===== src/design/gst_pkg.sv =====
// Shared constants, codes and controller/datapath interface types of the subscription table.
`default_nettype none
package gst_pkg;

  localparam int SLOTS   = 16;
  localparam int SLOT_W  = (SLOTS > 1) ? $clog2(SLOTS) : 1;
  localparam int MAX_OUT = 16;
  localparam int CNT_W   = $clog2(MAX_OUT + 1);
  localparam int GEN_W   = 16;
  localparam int TOK_W   = 32;
  localparam int MSLOT_W = 6;
  localparam int TGT_W   = 16;
  localparam int DATA_W  = 32;
  localparam int IN_TDATA_W  = 120;
  localparam int OUT_TDATA_W = 56;

  typedef enum logic [1:0] {
    REQ_REGISTER   = 2'd0,
    REQ_UNREGISTER = 2'd1,
    REQ_DISPATCH   = 2'd2,
    REQ_CLEAR      = 2'd3
  } req_e;

  typedef enum logic [2:0] {
    ST_OK      = 3'd0,
    ST_REJECT  = 3'd1,
    ST_FULL    = 3'd2,
    ST_STALE   = 3'd3,
    ST_NOMATCH = 3'd4
  } status_e;

  typedef struct packed {
    logic    load_req;
    logic    idx_clr;
    logic    idx_inc;
    logic    write_slot;
    logic    free_slot;
    logic    clear_all;
    logic    pend_load;
    logic    out_load;
    status_e out_status;
    logic    out_last;
    logic    out_token;
    logic    out_match;
  } gst_cmd_t;

  typedef struct packed {
    logic target_null;
    logic free_here;
    logic idx_last;
    logic token_zero;
    logic token_ok;
    logic hit;
    logic pend_valid;
    logic cnt_full_next;
    logic out_free;
  } gst_stat_t;

endpackage
`default_nettype wire


===== src/design/generational_subscription_table_core.sv =====
// Top level: stream ports, APB configuration register, controller and datapath.
// Register runs a free-slot search, one slot per cycle. Only one item is handled at a time;
// the next item is taken in the cycle after the last result beat of the previous one is loaded.
// Reset: every slot is free, the generation counter is one, the all-events mask is all ones.
`default_nettype none
module generational_subscription_table_core
  import gst_pkg::*;
(
  input  wire logic                   clk_i,
  input  wire logic                   rst_ni,
  input  wire logic                   s_axis_tvalid,
  output logic                        s_axis_tready,
  // target_id[15:0], target_static[16], scene_id[48:17], event_bits[80:49], token_in[112:81]
  input  wire logic [IN_TDATA_W-1:0]  s_axis_tdata,
  // req_type[1:0]
  input  wire logic [1:0]             s_axis_tuser,
  output logic                        m_axis_tvalid,
  input  wire logic                   m_axis_tready,
  // token_out[31:0], match_slot[37:32], match_target[53:38], match_static[54]
  output logic [OUT_TDATA_W-1:0]      m_axis_tdata,
  // status[2:0]
  output logic [2:0]                  m_axis_tuser,
  output logic                        m_axis_tlast,
  input  wire logic                   psel,
  input  wire logic                   penable,
  input  wire logic                   pwrite,
  input  wire logic [2:0]             paddr,
  input  wire logic [DATA_W-1:0]      pwdata,
  output logic [DATA_W-1:0]           prdata,
  output logic                        pready
);

  gst_cmd_t          cmd;
  gst_stat_t         stat;
  logic [DATA_W-1:0] all_events_mask_q;

  assign pready = 1'b1;
  assign prdata = (paddr[2] == 1'b0) ? all_events_mask_q : '0;

  always_ff @(posedge clk_i or negedge rst_ni) begin
    if (!rst_ni) begin
      all_events_mask_q <= '1;
    end else if (psel && penable && pwrite && (paddr[2] == 1'b0)) begin
      all_events_mask_q <= pwdata;
    end
  end

  gst_controller u_ctrl (
    .clk_i      (clk_i),
    .rst_ni     (rst_ni),
    .in_valid_i (s_axis_tvalid),
    .in_type_i  (s_axis_tuser),
    .in_ready_o (s_axis_tready),
    .stat_i     (stat),
    .cmd_o      (cmd)
  );

  gst_datapath u_dp (
    .clk_i             (clk_i),
    .rst_ni            (rst_ni),
    .cmd_i             (cmd),
    .stat_o            (stat),
    .all_events_mask_i (all_events_mask_q),
    .in_tdata_i        (s_axis_tdata),
    .out_tvalid_o      (m_axis_tvalid),
    .out_tready_i      (m_axis_tready),
    .out_tdata_o       (m_axis_tdata),
    .out_tuser_o       (m_axis_tuser),
    .out_tlast_o       (m_axis_tlast)
  );

endmodule
`default_nettype wire


===== src/design/gst_datapath.sv =====
// Datapath: slot table, input latch, walk index, pending match and output beat register.
`default_nettype none
module gst_datapath
  import gst_pkg::*;
(
  input  wire logic                   clk_i,
  input  wire logic                   rst_ni,
  input  wire gst_cmd_t               cmd_i,
  output gst_stat_t                   stat_o,
  input  wire logic [DATA_W-1:0]      all_events_mask_i,
  input  wire logic [IN_TDATA_W-1:0]  in_tdata_i,
  output logic                        out_tvalid_o,
  input  wire logic                   out_tready_i,
  output logic [OUT_TDATA_W-1:0]      out_tdata_o,
  output logic [2:0]                  out_tuser_o,
  output logic                        out_tlast_o
);

  logic [TGT_W-1:0]  target_q;
  logic              static_q;
  logic [DATA_W-1:0] scene_q;
  logic [DATA_W-1:0] bits_q;
  logic [TOK_W-1:0]  token_q;

  logic [GEN_W-1:0]  gen_q [SLOTS];
  logic [TGT_W-1:0]  tgt_q [SLOTS];
  logic              stc_q [SLOTS];
  logic [DATA_W-1:0] filter_q [SLOTS];
  logic [DATA_W-1:0] mask_q [SLOTS];

  logic [GEN_W-1:0]  next_gen_q, next_gen_inc;
  logic [SLOT_W-1:0] idx_q;
  logic [CNT_W-1:0]  cnt_q;
  logic              pend_valid_q;
  logic [SLOT_W-1:0] pend_slot_q;
  logic [TGT_W-1:0]  pend_tgt_q;
  logic              pend_stc_q;

  logic              out_valid_q;
  logic [2:0]        out_status_q;
  logic [TOK_W-1:0]  out_token_q;
  logic [MSLOT_W-1:0] out_slot_q;
  logic [TGT_W-1:0]  out_tgt_q;
  logic              out_stc_q;
  logic              out_last_q;

  logic [15:0]       tok_slot;
  logic [GEN_W-1:0]  tok_gen;
  logic [SLOT_W-1:0] tok_idx;
  logic              hit;
  logic              out_free;

  assign tok_slot = token_q[15:0];
  assign tok_gen  = token_q[31:16];
  assign tok_idx  = tok_slot[SLOT_W-1:0];
  assign out_free = !out_valid_q || out_tready_i;

  assign next_gen_inc = (next_gen_q == {GEN_W{1'b1}}) ? GEN_W'(1) : next_gen_q + GEN_W'(1);

  assign hit = (gen_q[idx_q] != '0) && ((mask_q[idx_q] & bits_q) != '0) &&
               ((filter_q[idx_q] == '0) || (filter_q[idx_q] == scene_q));

  always_comb begin
    stat_o.target_null   = (target_q == '0);
    stat_o.free_here     = (gen_q[idx_q] == '0);
    stat_o.idx_last      = (idx_q == SLOT_W'(SLOTS - 1));
    stat_o.token_zero    = (token_q == '0);
    stat_o.token_ok      = (tok_slot < 16'(SLOTS)) && (tok_gen != '0) &&
                           (gen_q[tok_idx] == tok_gen);
    stat_o.hit           = hit;
    stat_o.pend_valid    = pend_valid_q;
    stat_o.cnt_full_next = (cnt_q == CNT_W'(MAX_OUT - 1));
    stat_o.out_free      = out_free;
  end

  always_ff @(posedge clk_i) begin
    if (cmd_i.load_req) begin
      target_q <= in_tdata_i[15:0];
      static_q <= in_tdata_i[16];
      scene_q  <= in_tdata_i[48:17];
      bits_q   <= in_tdata_i[80:49];
      token_q  <= in_tdata_i[112:81];
    end
    if (cmd_i.write_slot) begin
      tgt_q[idx_q]    <= target_q;
      stc_q[idx_q]    <= static_q;
      filter_q[idx_q] <= scene_q;
      mask_q[idx_q]   <= (bits_q == '0) ? all_events_mask_i : bits_q;
    end
    if (cmd_i.pend_load) begin
      pend_slot_q <= idx_q;
      pend_tgt_q  <= tgt_q[idx_q];
      pend_stc_q  <= stc_q[idx_q];
    end
    if (cmd_i.out_load) begin
      out_status_q <= cmd_i.out_status;
      out_last_q   <= cmd_i.out_last;
      out_token_q  <= cmd_i.out_token ? {next_gen_q, 16'(idx_q)} : '0;
      out_slot_q   <= cmd_i.out_match ? MSLOT_W'(pend_slot_q) : '0;
      out_tgt_q    <= cmd_i.out_match ? pend_tgt_q : '0;
      out_stc_q    <= cmd_i.out_match ? pend_stc_q : 1'b0;
    end
  end

  always_ff @(posedge clk_i or negedge rst_ni) begin
    if (!rst_ni) begin
      for (int i = 0; i < SLOTS; i++) begin
        gen_q[i] <= '0;
      end
      next_gen_q   <= GEN_W'(1);
      idx_q        <= '0;
      cnt_q        <= '0;
      pend_valid_q <= 1'b0;
      out_valid_q  <= 1'b0;
    end else begin
      if (cmd_i.clear_all) begin
        for (int i = 0; i < SLOTS; i++) begin
          gen_q[i] <= '0;
        end
      end else if (cmd_i.write_slot) begin
        gen_q[idx_q] <= next_gen_q;
      end else if (cmd_i.free_slot) begin
        gen_q[tok_idx] <= '0;
      end
      if (cmd_i.write_slot) begin
        next_gen_q <= next_gen_inc;
      end
      if (cmd_i.idx_clr) begin
        idx_q <= '0;
      end else if (cmd_i.idx_inc) begin
        idx_q <= idx_q + SLOT_W'(1);
      end
      if (cmd_i.load_req) begin
        cnt_q        <= '0;
        pend_valid_q <= 1'b0;
      end else if (cmd_i.pend_load) begin
        cnt_q        <= cnt_q + CNT_W'(1);
        pend_valid_q <= 1'b1;
      end
      if (cmd_i.out_load) begin
        out_valid_q <= 1'b1;
      end else if (out_tready_i) begin
        out_valid_q <= 1'b0;
      end
    end
  end

  assign out_tvalid_o = out_valid_q;
  assign out_tdata_o  = {1'b0, out_stc_q, out_tgt_q, out_slot_q, out_token_q};
  assign out_tuser_o  = out_status_q;
  assign out_tlast_o  = out_last_q;

endmodule
`default_nettype wire


===== src/design/gst_controller.sv =====
// Controller state machine: sequences register search, unregister, dispatch walk and clear.
`default_nettype none
module gst_controller
  import gst_pkg::*;
(
  input  wire logic      clk_i,
  input  wire logic      rst_ni,
  input  wire logic      in_valid_i,
  input  wire logic [1:0] in_type_i,
  output logic           in_ready_o,
  input  wire gst_stat_t stat_i,
  output gst_cmd_t       cmd_o
);

  typedef enum logic [2:0] {
    S_IDLE,
    S_REG_SCAN,
    S_UNREG,
    S_WALK,
    S_FINISH,
    S_CLEAR
  } state_e;

  state_e state_q, state_d;

  assign in_ready_o = (state_q == S_IDLE);

  always_comb begin
    state_d = state_q;
    cmd_o   = '0;
    cmd_o.out_status = ST_OK;
    unique case (state_q)
      S_IDLE: begin
        if (in_valid_i) begin
          cmd_o.load_req = 1'b1;
          cmd_o.idx_clr  = 1'b1;
          unique case (req_e'(in_type_i))
            REQ_REGISTER:   state_d = S_REG_SCAN;
            REQ_UNREGISTER: state_d = S_UNREG;
            REQ_DISPATCH:   state_d = S_WALK;
            REQ_CLEAR:      state_d = S_CLEAR;
            default:        state_d = S_IDLE;
          endcase
        end
      end
      S_REG_SCAN: begin
        cmd_o.out_last = 1'b1;
        if (stat_i.target_null) begin
          if (stat_i.out_free) begin
            cmd_o.out_load   = 1'b1;
            cmd_o.out_status = ST_REJECT;
            state_d          = S_IDLE;
          end
        end else if (stat_i.free_here) begin
          if (stat_i.out_free) begin
            cmd_o.write_slot = 1'b1;
            cmd_o.out_load   = 1'b1;
            cmd_o.out_token  = 1'b1;
            state_d          = S_IDLE;
          end
        end else if (stat_i.idx_last) begin
          if (stat_i.out_free) begin
            cmd_o.out_load   = 1'b1;
            cmd_o.out_status = ST_FULL;
            state_d          = S_IDLE;
          end
        end else begin
          cmd_o.idx_inc = 1'b1;
        end
      end
      S_UNREG: begin
        cmd_o.out_last = 1'b1;
        if (stat_i.out_free) begin
          cmd_o.out_load = 1'b1;
          state_d        = S_IDLE;
          if (stat_i.token_zero) begin
            cmd_o.out_status = ST_REJECT;
          end else if (stat_i.token_ok) begin
            cmd_o.free_slot = 1'b1;
          end else begin
            cmd_o.out_status = ST_STALE;
          end
        end
      end
      S_WALK: begin
        if (stat_i.hit) begin
          if (!stat_i.pend_valid || stat_i.out_free) begin
            cmd_o.out_load  = stat_i.pend_valid;
            cmd_o.out_match = 1'b1;
            cmd_o.pend_load = 1'b1;
            if (stat_i.cnt_full_next || stat_i.idx_last) begin
              state_d = S_FINISH;
            end else begin
              cmd_o.idx_inc = 1'b1;
            end
          end
        end else if (stat_i.idx_last) begin
          state_d = S_FINISH;
        end else begin
          cmd_o.idx_inc = 1'b1;
        end
      end
      S_FINISH: begin
        cmd_o.out_last = 1'b1;
        if (stat_i.out_free) begin
          cmd_o.out_load   = 1'b1;
          cmd_o.out_match  = stat_i.pend_valid;
          cmd_o.out_status = stat_i.pend_valid ? ST_OK : ST_NOMATCH;
          state_d          = S_IDLE;
        end
      end
      S_CLEAR: begin
        cmd_o.out_last = 1'b1;
        if (stat_i.out_free) begin
          cmd_o.clear_all = 1'b1;
          cmd_o.out_load  = 1'b1;
          state_d         = S_IDLE;
        end
      end
      default: state_d = S_IDLE;
    endcase
  end

  always_ff @(posedge clk_i or negedge rst_ni) begin
    if (!rst_ni) begin
      state_q <= S_IDLE;
    end else begin
      state_q <= state_d;
    end
  end

endmodule
`default_nettype wire

===== config.mk =====
export PLATFORM = sky130hd
export DESIGN_NAME = generational_subscription_table_core
export DESIGN_NICKNAME = d
export VERILOG_FILES = /design/src/design/gst_pkg.sv /design/src/design/generational_subscription_table_core.sv /design/src/design/gst_datapath.sv /design/src/design/gst_controller.sv
export SDC_FILE = /design/constraint.sdc
export NUM_CORES = 2
export LEC_CHECK = 0
export ABC_CLOCK_PERIOD_IN_PS = 6430
export BUFFER_PORTS_ARGS = -buffer_cell sky130_fd_sc_hd__buf_2
export CAP_MARGIN = 25
export CORE_UTILIZATION = 55
export CTS_CLUSTER_DIAMETER = 60
export DETAILED_ROUTE_END_ITERATION = 16
export PLACE_DENSITY_LB_ADDON = 0.3
export RECOVER_POWER = 50
export SKIP_CTS_REPAIR_TIMING = 1
export SLEW_MARGIN = 10
export SYNTH_ARGS = -nofsm -noshare
export SYNTH_HDL_FRONTEND = slang
export SYNTH_SLANG_ARGS = --single-unit

===== constraint.sdc =====
create_clock -name clk_i -period 6.43 [get_ports clk_i]
set_input_delay 0.3215 -clock clk_i [delete_from_list [all_inputs] [get_ports clk_i]]
set_output_delay 0.3215 -clock clk_i [all_outputs]
set_load 0.005 [all_outputs]

After elaboration in Yosys (flattened, before gate mapping)

Memories as Yosys holds them, arrays and structs flattened. A register that Yosys moved wholly into a read port is not among the register bits.
Cells that the tools add are included.

Flip-flop bits (word level): 494
Bits in writable memories: 1296
Input port bits: 164
Output and inout bits: 95
Logic and storage cells: 183
Memories: 4

$add $sub $neg: 3
$lt $le $gt $ge: 5
Equality and inequality tests: 18
Muxes and demuxes: 78
Bitwise operators: 6
Reductions and logical operators: 32

Memories:

| memory        | depth | width | read ports | clocked after memory_dff | wr ports | RTL line           | source |
|---|---|---|---|---|---|---|---|
| u_dp.filter_q | 16    | 32    | 1          | 0                        | 1        | gst_datapath.sv:28 | `logic [DATA_W-1:0] filter_q [SLOTS];` |
| u_dp.mask_q   | 16    | 32    | 1          | 0                        | 1        | gst_datapath.sv:29 | `logic [DATA_W-1:0] mask_q [SLOTS];` |
| u_dp.tgt_q    | 16    | 16    | 1          | 1                        | 1        | gst_datapath.sv:26 | `logic [TGT_W-1:0] tgt_q [SLOTS];` |
| u_dp.stc_q    | 16    | 1     | 1          | 1                        | 1        | gst_datapath.sv:27 | `logic stc_q [SLOTS];` |

Operators by type and width:

| kind                                                                  | number |
|---|---|
| 256-bit 2-to-1 mux                                                    | 3 |
| 256-bit AND                                                           | 1 |
| 256-bit bitwise mux                                                   | 1 |
| 256-bit inverter                                                      | 1 |
| 16-bit binary-select mux with 4-bit select                            | 2 |
| 16-bit demux with 4-bit select                                        | 2 |
| 16-bit 2-to-1 mux                                                     | 7 |
| 32-bit zero test                                                      | 3 |
| 32-bit 2-to-1 mux                                                     | 2 |
| 3-bit 2-to-1 mux                                                      | 12 |
| 32-bit AND                                                            | 1 |
| 32-bit == test                                                        | 1 |
| 16-bit zero test                                                      | 2 |
| 4-bit 2-to-1 mux                                                      | 8 |
| 16-bit nonzero test                                                   | 2 |
| 32-bit nonzero test                                                   | 1 |
| 1-bit 2-to-1 mux                                                      | 27 |
| 3-bit case mux with 4 select lines                                    | 2 |
| 16-bit by 1-bit adder with 16-bit output, second input constant       | 1 |
| 16-bit == test                                                        | 1 |
| 16-bit == test, second input constant                                 | 1 |
| 16-bit by 5-bit < comparator with 1-bit output, second input constant | 1 |
| 2-bit 2-to-1 mux                                                      | 6 |
| 5-bit greater-or-equal comparator, second input constant              | 2 |
| other kinds (30)                                                      | 52 |

Logic depth before layout (Yosys ltp)

Depth after elaboration: 13
Gate-level depth with buffers: 20
Mapped depth without buffers: 11

Cells and area by module

From an unflattened synthesis, not the netlist that was laid out.

Cell total of the unflattened synthesis: 3828
Area, all modules: 72371.9 µm²

By module, submodules not included:

| module                               | times used | cells each | area each (µm²) | sequential area each (µm²) |
|---|---|---|---|---|
| gst_datapath                         | 1          | 3661       | 70299.9         | 51375.5 |
| generational_subscription_table_core | 1          | 105        | 1594.0          | 840.8 |
| gst_controller                       | 1          | 62         | 478.0           | 75.1 |

Least setup slack after synthesis

No wires, ideal clock.

Kind: reg2reg
From: register u_dp.idx_q[0]
To: memory u_dp.filter_q[10][0] (enable)
Library setup time: 478 ps
Data arrival time: 5752 ps
Data required time: 5952 ps
Setup slack: 201 ps
Stages on the path, launching flop included: 12
Buffers on the path: 5
Clock period less this slack: 6229 ps
Cells stage by stage: dfrtp_1 -> buf_2 -> buf_2 -> buf_4 -> buf_1 -> o21ai_0 -> o21ai_0 -> a211oi_1 -> nor3_1 -> nand2_1 -> nor3_1 -> clkbuf_1

Longest elaborated chain between the ends: 10

RTL lines:

| item                                                   | RTL line             | source |
|---|---|---|
| from (decl)                                            | gst_datapath.sv:32   | `logic [SLOT_W-1:0] idx_q;` |
| from (signal assigned)                                 | gst_datapath.sv:131  | `idx_q <= idx_q + SLOT_W'(1);` |
| 4-bit inverter with 5-bit output (not written as such) | gst_datapath.sv:65   | `stat_o.free_here = (gen_q[idx_q] == '0);` |
| 16-bit binary-select mux with 4-bit select             | gst_datapath.sv:65   |  |
| 16-bit 2-to-1 mux (not written as such) (2 in series)  | gst_datapath.sv:65   |  |
| 16-bit zero test                                       | gst_datapath.sv:65   |  |
| 1-bit 2-to-1 mux                                       | gst_controller.sv:54 | `end else if (stat_i.free_here) begin` |
| 2-bit 2-to-1 mux                                       | gst_controller.sv:48 | `if (stat_i.target_null) begin` |
| 1-bit 2-to-1 mux                                       | gst_controller.sv:32 | `unique case (state_q)` |
| 1-bit 2-to-1 mux                                       | gst_datapath.sv:84   | `if (cmd_i.write_slot) begin` |
| 1-bit 2-to-1 mux (not written as such)                 | gst_datapath.sv:87   | `filter_q[idx_q] <= scene_q;` |
| to (decl)                                              | gst_datapath.sv:28   |  |

Several ways; a longest one is shown, not always the timed one. The select of a mux whose other input is x is not followed.

==> parameters.txt <==
Parameter                              Value

Die
  Io pins    between 200 and 300
  Starting density of the core    between 50% and 60%
  Core region area    around 130000 sq um
  Die Footprint    between 100000 and 150000 sq um
  Die outline height    approximately 360 microns
  Die outline width    364 microns
  Number of placement rows    around 130

Run status
  Outcome    finished with violations
  Violated checks    hold timing, capacitance limit, slew limit

Setup path
  Nature of the critical path endpoint    register
  Critical path's largest stage delay    around 1.5 ns
  Data arrival time of the critical path    ~6.4 ns
  Ordered list of cells on the worst path    inv_2 -> or4b_2 -> nor3_1 -> o22ai_1 -> or4_1 -> o21ai_0 -> buf_4 -> a31oi_1 -> o21ai_0 -> and3_2 -> buf_12
  Data required time at the worst endpoint    slightly below 7 ns
  Slowest cell on the critical path    sky130_fd_sc_hd__dfrtp_1
  Worst R2R End    u_dp.out_tgt_q[1]$_SDFFCE_PN0P_
  Top fanout value on the critical path    36
  Number of cells on the worst reg-to-reg path    11
  Reg-to-reg slack, setup    ~0.47 ns
  Type of origin of the critical path    register
  Type of the worst setup path    reg2reg
  CP most frequent cell    sky130_fd_sc_hd__o21ai_0
  Reg2reg start    u_dp.idx_q[2]$_DFFE_PN0P_

Clocking
  Clock tree from TritonCTS    built
  Clk_lat worst skew    a little under 0.8 ns
  Clock transition at the registers of the reported paths    roughly 0.06 ns
  Num CTS Buffers    180
  Total clock sinks    approximately 1800
  CTS root buffer    sky130_fd_sc_hd__clkbuf_16
  Buffers from clock root to sink, at most    3
  Number of levels the H-tree was split into    4

Placed design
  Number of port buffers    roughly 230
  Placed wire-length estimate    102 mm
  Worst slack after detailed placement    0.725 ns
  Post-place instance area    75700 sq um
  GP Congestion    approximately 0.92

Route
  Vias post-DR    about 40000
  Drt initial violations    approximately 5000
  Sum of routed wire length over all layers    between 150 and 200 mm
  Avg WL per Cell    between 20 and 30 microns
  Detailed-route DRC error count    0
  Number of iterations in the first detailed-routing pass    6
  Via-per-instance ratio    6.51
  Number of nets with antenna violations after detailed routing    0

Global routing
  First-pass GRT wire length    265 mm
  Total global routing overflow    0
  Antenna violations before repair    3
  Pin count of the biggest net entering global routing    around 190
  Number of global-route vias before repair    about 40000
  Total global routing track utilization    27.5%

Timing
  Time the final worst path needs with I/O delays and setup    5.96 ns
  Worst setup margin    between 0.4 and 0.5 ns
  Max Clk Rate    between 150 and 200 MHz
  Worst hold slack    -0.00498 ns
  Crit share post-route    92.7%
  Hold Violations, Final    1
  Final slew viol count    217
  Setup repair after global routing missed its margin    no
  Count of final setup violators    0
  Setup_tns    0 ns
  Slew of the pin with the lowest slew margin    around 4.6 ns
  Final clock skew    around 0.026 ns
  Worst slew margin    -208%

Synthesis
  Number of warnings issued by yosys    0
  Total of flip-flops plus latches after synthesis    about 1800
  Synth async-reset ratio    between 15 and 20%
  Count of different cell masters after synthesis    about 70
  Synthesized area per cell    between 15 and 20 sq um
  Number of enable-type register cells in the synthesized netlist    1475
  Cell area after synthesis    between 70000 and 80000 sq um
  Dominant synthesized flop cell    sky130_fd_sc_hd__edfxtp_1
  Number of instances in the synthesized netlist    a little under 4000
  Sequential fraction of the synthesis area    around 73%

Worst hold path
  Hold-critical path endpoint    u_ctrl.state_q[2]$_DFFE_PN0P_
  Number of instances on the worst hold path    4
  Start point of the worst min-delay path    s_axis_tuser[0]
  Class of the most critical hold timing path    in2reg

Cells and area
  Finished Cell Area    ~83000 sq um
  Utilization of the core after routing    a little under two thirds
  Growth of design area from synthesis to finish    15.0%
  Layout filler cell count    8766
  Number of nets in the finished design    roughly 4500
  N_diodes    0
  Share of cells above drive strength 1    between 20% and 30%

Power and ir drop
  Power Dens Cells    362 nW/um^2
  LEAKAGE    approximately 28 nW
  Max IR drop VDD    roughly 0.36 mV

Job
  Max-cap viol count    6
-- flip-flops by register name, summed over array words and instances, names as in the netlist, 16 cells and up --
| name | count |
|---|---|
| u_dp.scene_q | 32 |
| u_dp.target_q | 16 |
| u_dp.next_gen_q | 16 |
| u_dp.tgt_q | 256 |
| all_events_mask_q | 32 |
| u_dp.gen_q | 256 |
| u_dp.out_tgt_q | 16 |
| u_dp.filter_q | 512 |
| u_dp.mask_q | 512 |
| u_dp.out_token_q | 20 |
| u_dp.token_q | 32 |
| u_dp.pend_tgt_q | 16 |
| u_dp.stc_q | 16 |
| u_dp.bits_q | 32 |
-- routing by layer --
metal	GRT usage, %	up-vias	part of all wire [%]
met3	5.05	373	9.3
li1	-	16800	-
met1	39.8	21100	40
met4	8.96	4	3.1
met2	42.7	2218	47
met5	0	-	0.015
-- cell usage in the layout (no fill, tap or decap), drive strengths merged, types with 9 or more instances in the layout --
master / n
a31oi: 9
clkbuf: 343
nand2b: 27
dfstp: 33
and3: 10
ha: 9
edfxtp: 1475
a22o: 214
inv: 23
nor2b: 67
conb: 16
dlygate4sd3: 147
dfrtp: 285
a32o: 49
a21oi: 54
nand2: 124
a221oi: 14
nor2: 72
bufinv: 10
nor4: 86
xnor2: 53
and2: 17
or4: 12
buf: 259
o21ai: 35
a21o: 37
a22oi: 60
nor3: 48
nand3: 58
xor2: 25
o22ai: 9
mux4: 327
clkinv: 58
mux2: 52
nand4: 43
mux2i: 230
a211oi: 15
-- how the worst max path moves through the flow --
stage	slack (ns)	end	cells past startpoint	startpoint
floorplan	0.20	u_dp.filter_q[10][0]$_DFFE_PP_	11	u_dp.idx_q[0]$_DFFE_PN0P_
global placement	0.67	u_dp.gen_q[200]$_DFFE_PN0P_	11	u_dp.token_q[0]$_DFFE_PP_
detailed placement	0.73	u_dp.gen_q[79]$_DFFE_PN0P_	11	u_dp.token_q[0]$_DFFE_PP_
CTS	0.68	u_dp.gen_q[78]$_DFFE_PN0P_	11	u_dp.token_q[0]$_DFFE_PP_
global route	0.33	u_dp.out_stc_q$_SDFFCE_PN0P_	14	u_dp.idx_q[2]$_DFFE_PN0P_
finish	0.47	u_dp.out_tgt_q[1]$_SDFFCE_PN0P_	11	u_dp.idx_q[2]$_DFFE_PN0P_
-- layout make-up --
class	count	area (sq um)	share of cell area [%]
Timing Repair Buffer	502	3880	4.69
Sequential cell	1793	52300	63.2
Clock buffer	247	4980	6.02
Multi-Input combinational cell	1831	18700	22.6
Inverter	15	61.3	0.0741
Clock inverter	82	671	0.810
Tap cell	1742	2180	2.63
-- critical path, delay by kind of cell (launching register included) --
kind,cells,cell delay (ns)
flops,1,1.49
compound gates,4,0.53
simple gates,4,2.11
buf+inv,3,1.39
-- where the power goes --
group	leakage, nW	switching [mW]	internal [mW]
clock network	2.75	4.32	5.81
registers	17.6	0.875	13.7
logic	8.09	3.00	2.32
total	28.4	8.19	21.8
-- per-stage QoR --
stage	instances	total power, mW
floorplan	3895	18.0
global placement	5728	19.9
detailed placement	5732	20.0
CTS	6061	30.0
global route	6212	31.0
finish	6212	30.0
-- Yosys cell counts (37+ instances only) --
library cell	instances	area share, %
sky130_fd_sc_hd__mux2_2	52	0.81
sky130_fd_sc_hd__a22oi_1	60	0.63
sky130_fd_sc_hd__nand3_1	58	0.40
sky130_fd_sc_hd__nor4_1	86	0.75
sky130_fd_sc_hd__mux4_2	327	10
sky130_fd_sc_hd__a21o_1	37	0.39
sky130_fd_sc_hd__nor2b_1	67	0.58
sky130_fd_sc_hd__nand2_1	124	0.65
sky130_fd_sc_hd__dfrtp_1	285	9.9
sky130_fd_sc_hd__edfxtp_1	1475	62
sky130_fd_sc_hd__buf_2	48	0.33
sky130_fd_sc_hd__nand4_1	43	0.37
sky130_fd_sc_hd__a21oi_1	53	0.37
sky130_fd_sc_hd__a22o_1	214	2.6
sky130_fd_sc_hd__mux2i_1	230	3.2
sky130_fd_sc_hd__nor2_1	72	0.38
sky130_fd_sc_hd__clkbuf_1	153	0.80
sky130_fd_sc_hd__a32o_1	49	0.68
sky130_fd_sc_hd__nor3_1	48	0.33
sky130_fd_sc_hd__xnor2_1	53	0.64
-- logic make-up (layout without fill, tap and decap cells) --
logic type / after synthesis / count (layout) / synth area share [%]
DFF: 1793 / 1793 / 72.6
muxes: 609 / 609 / 14.2
and+or+nand+nor: 581 / 581 / 4.27
AOI/OAI and AO/OA: 538 / 538 / 6.07
buffers and inverters: 271 / 846 / 1.67
xor gates and xnor gates: 78 / 78 / 0.949
adders and majority gates: 9 / 9 / 0.156
other: 2 / 16 / 0.0104
Note: power is estimated with default switching activity, not from simulation.
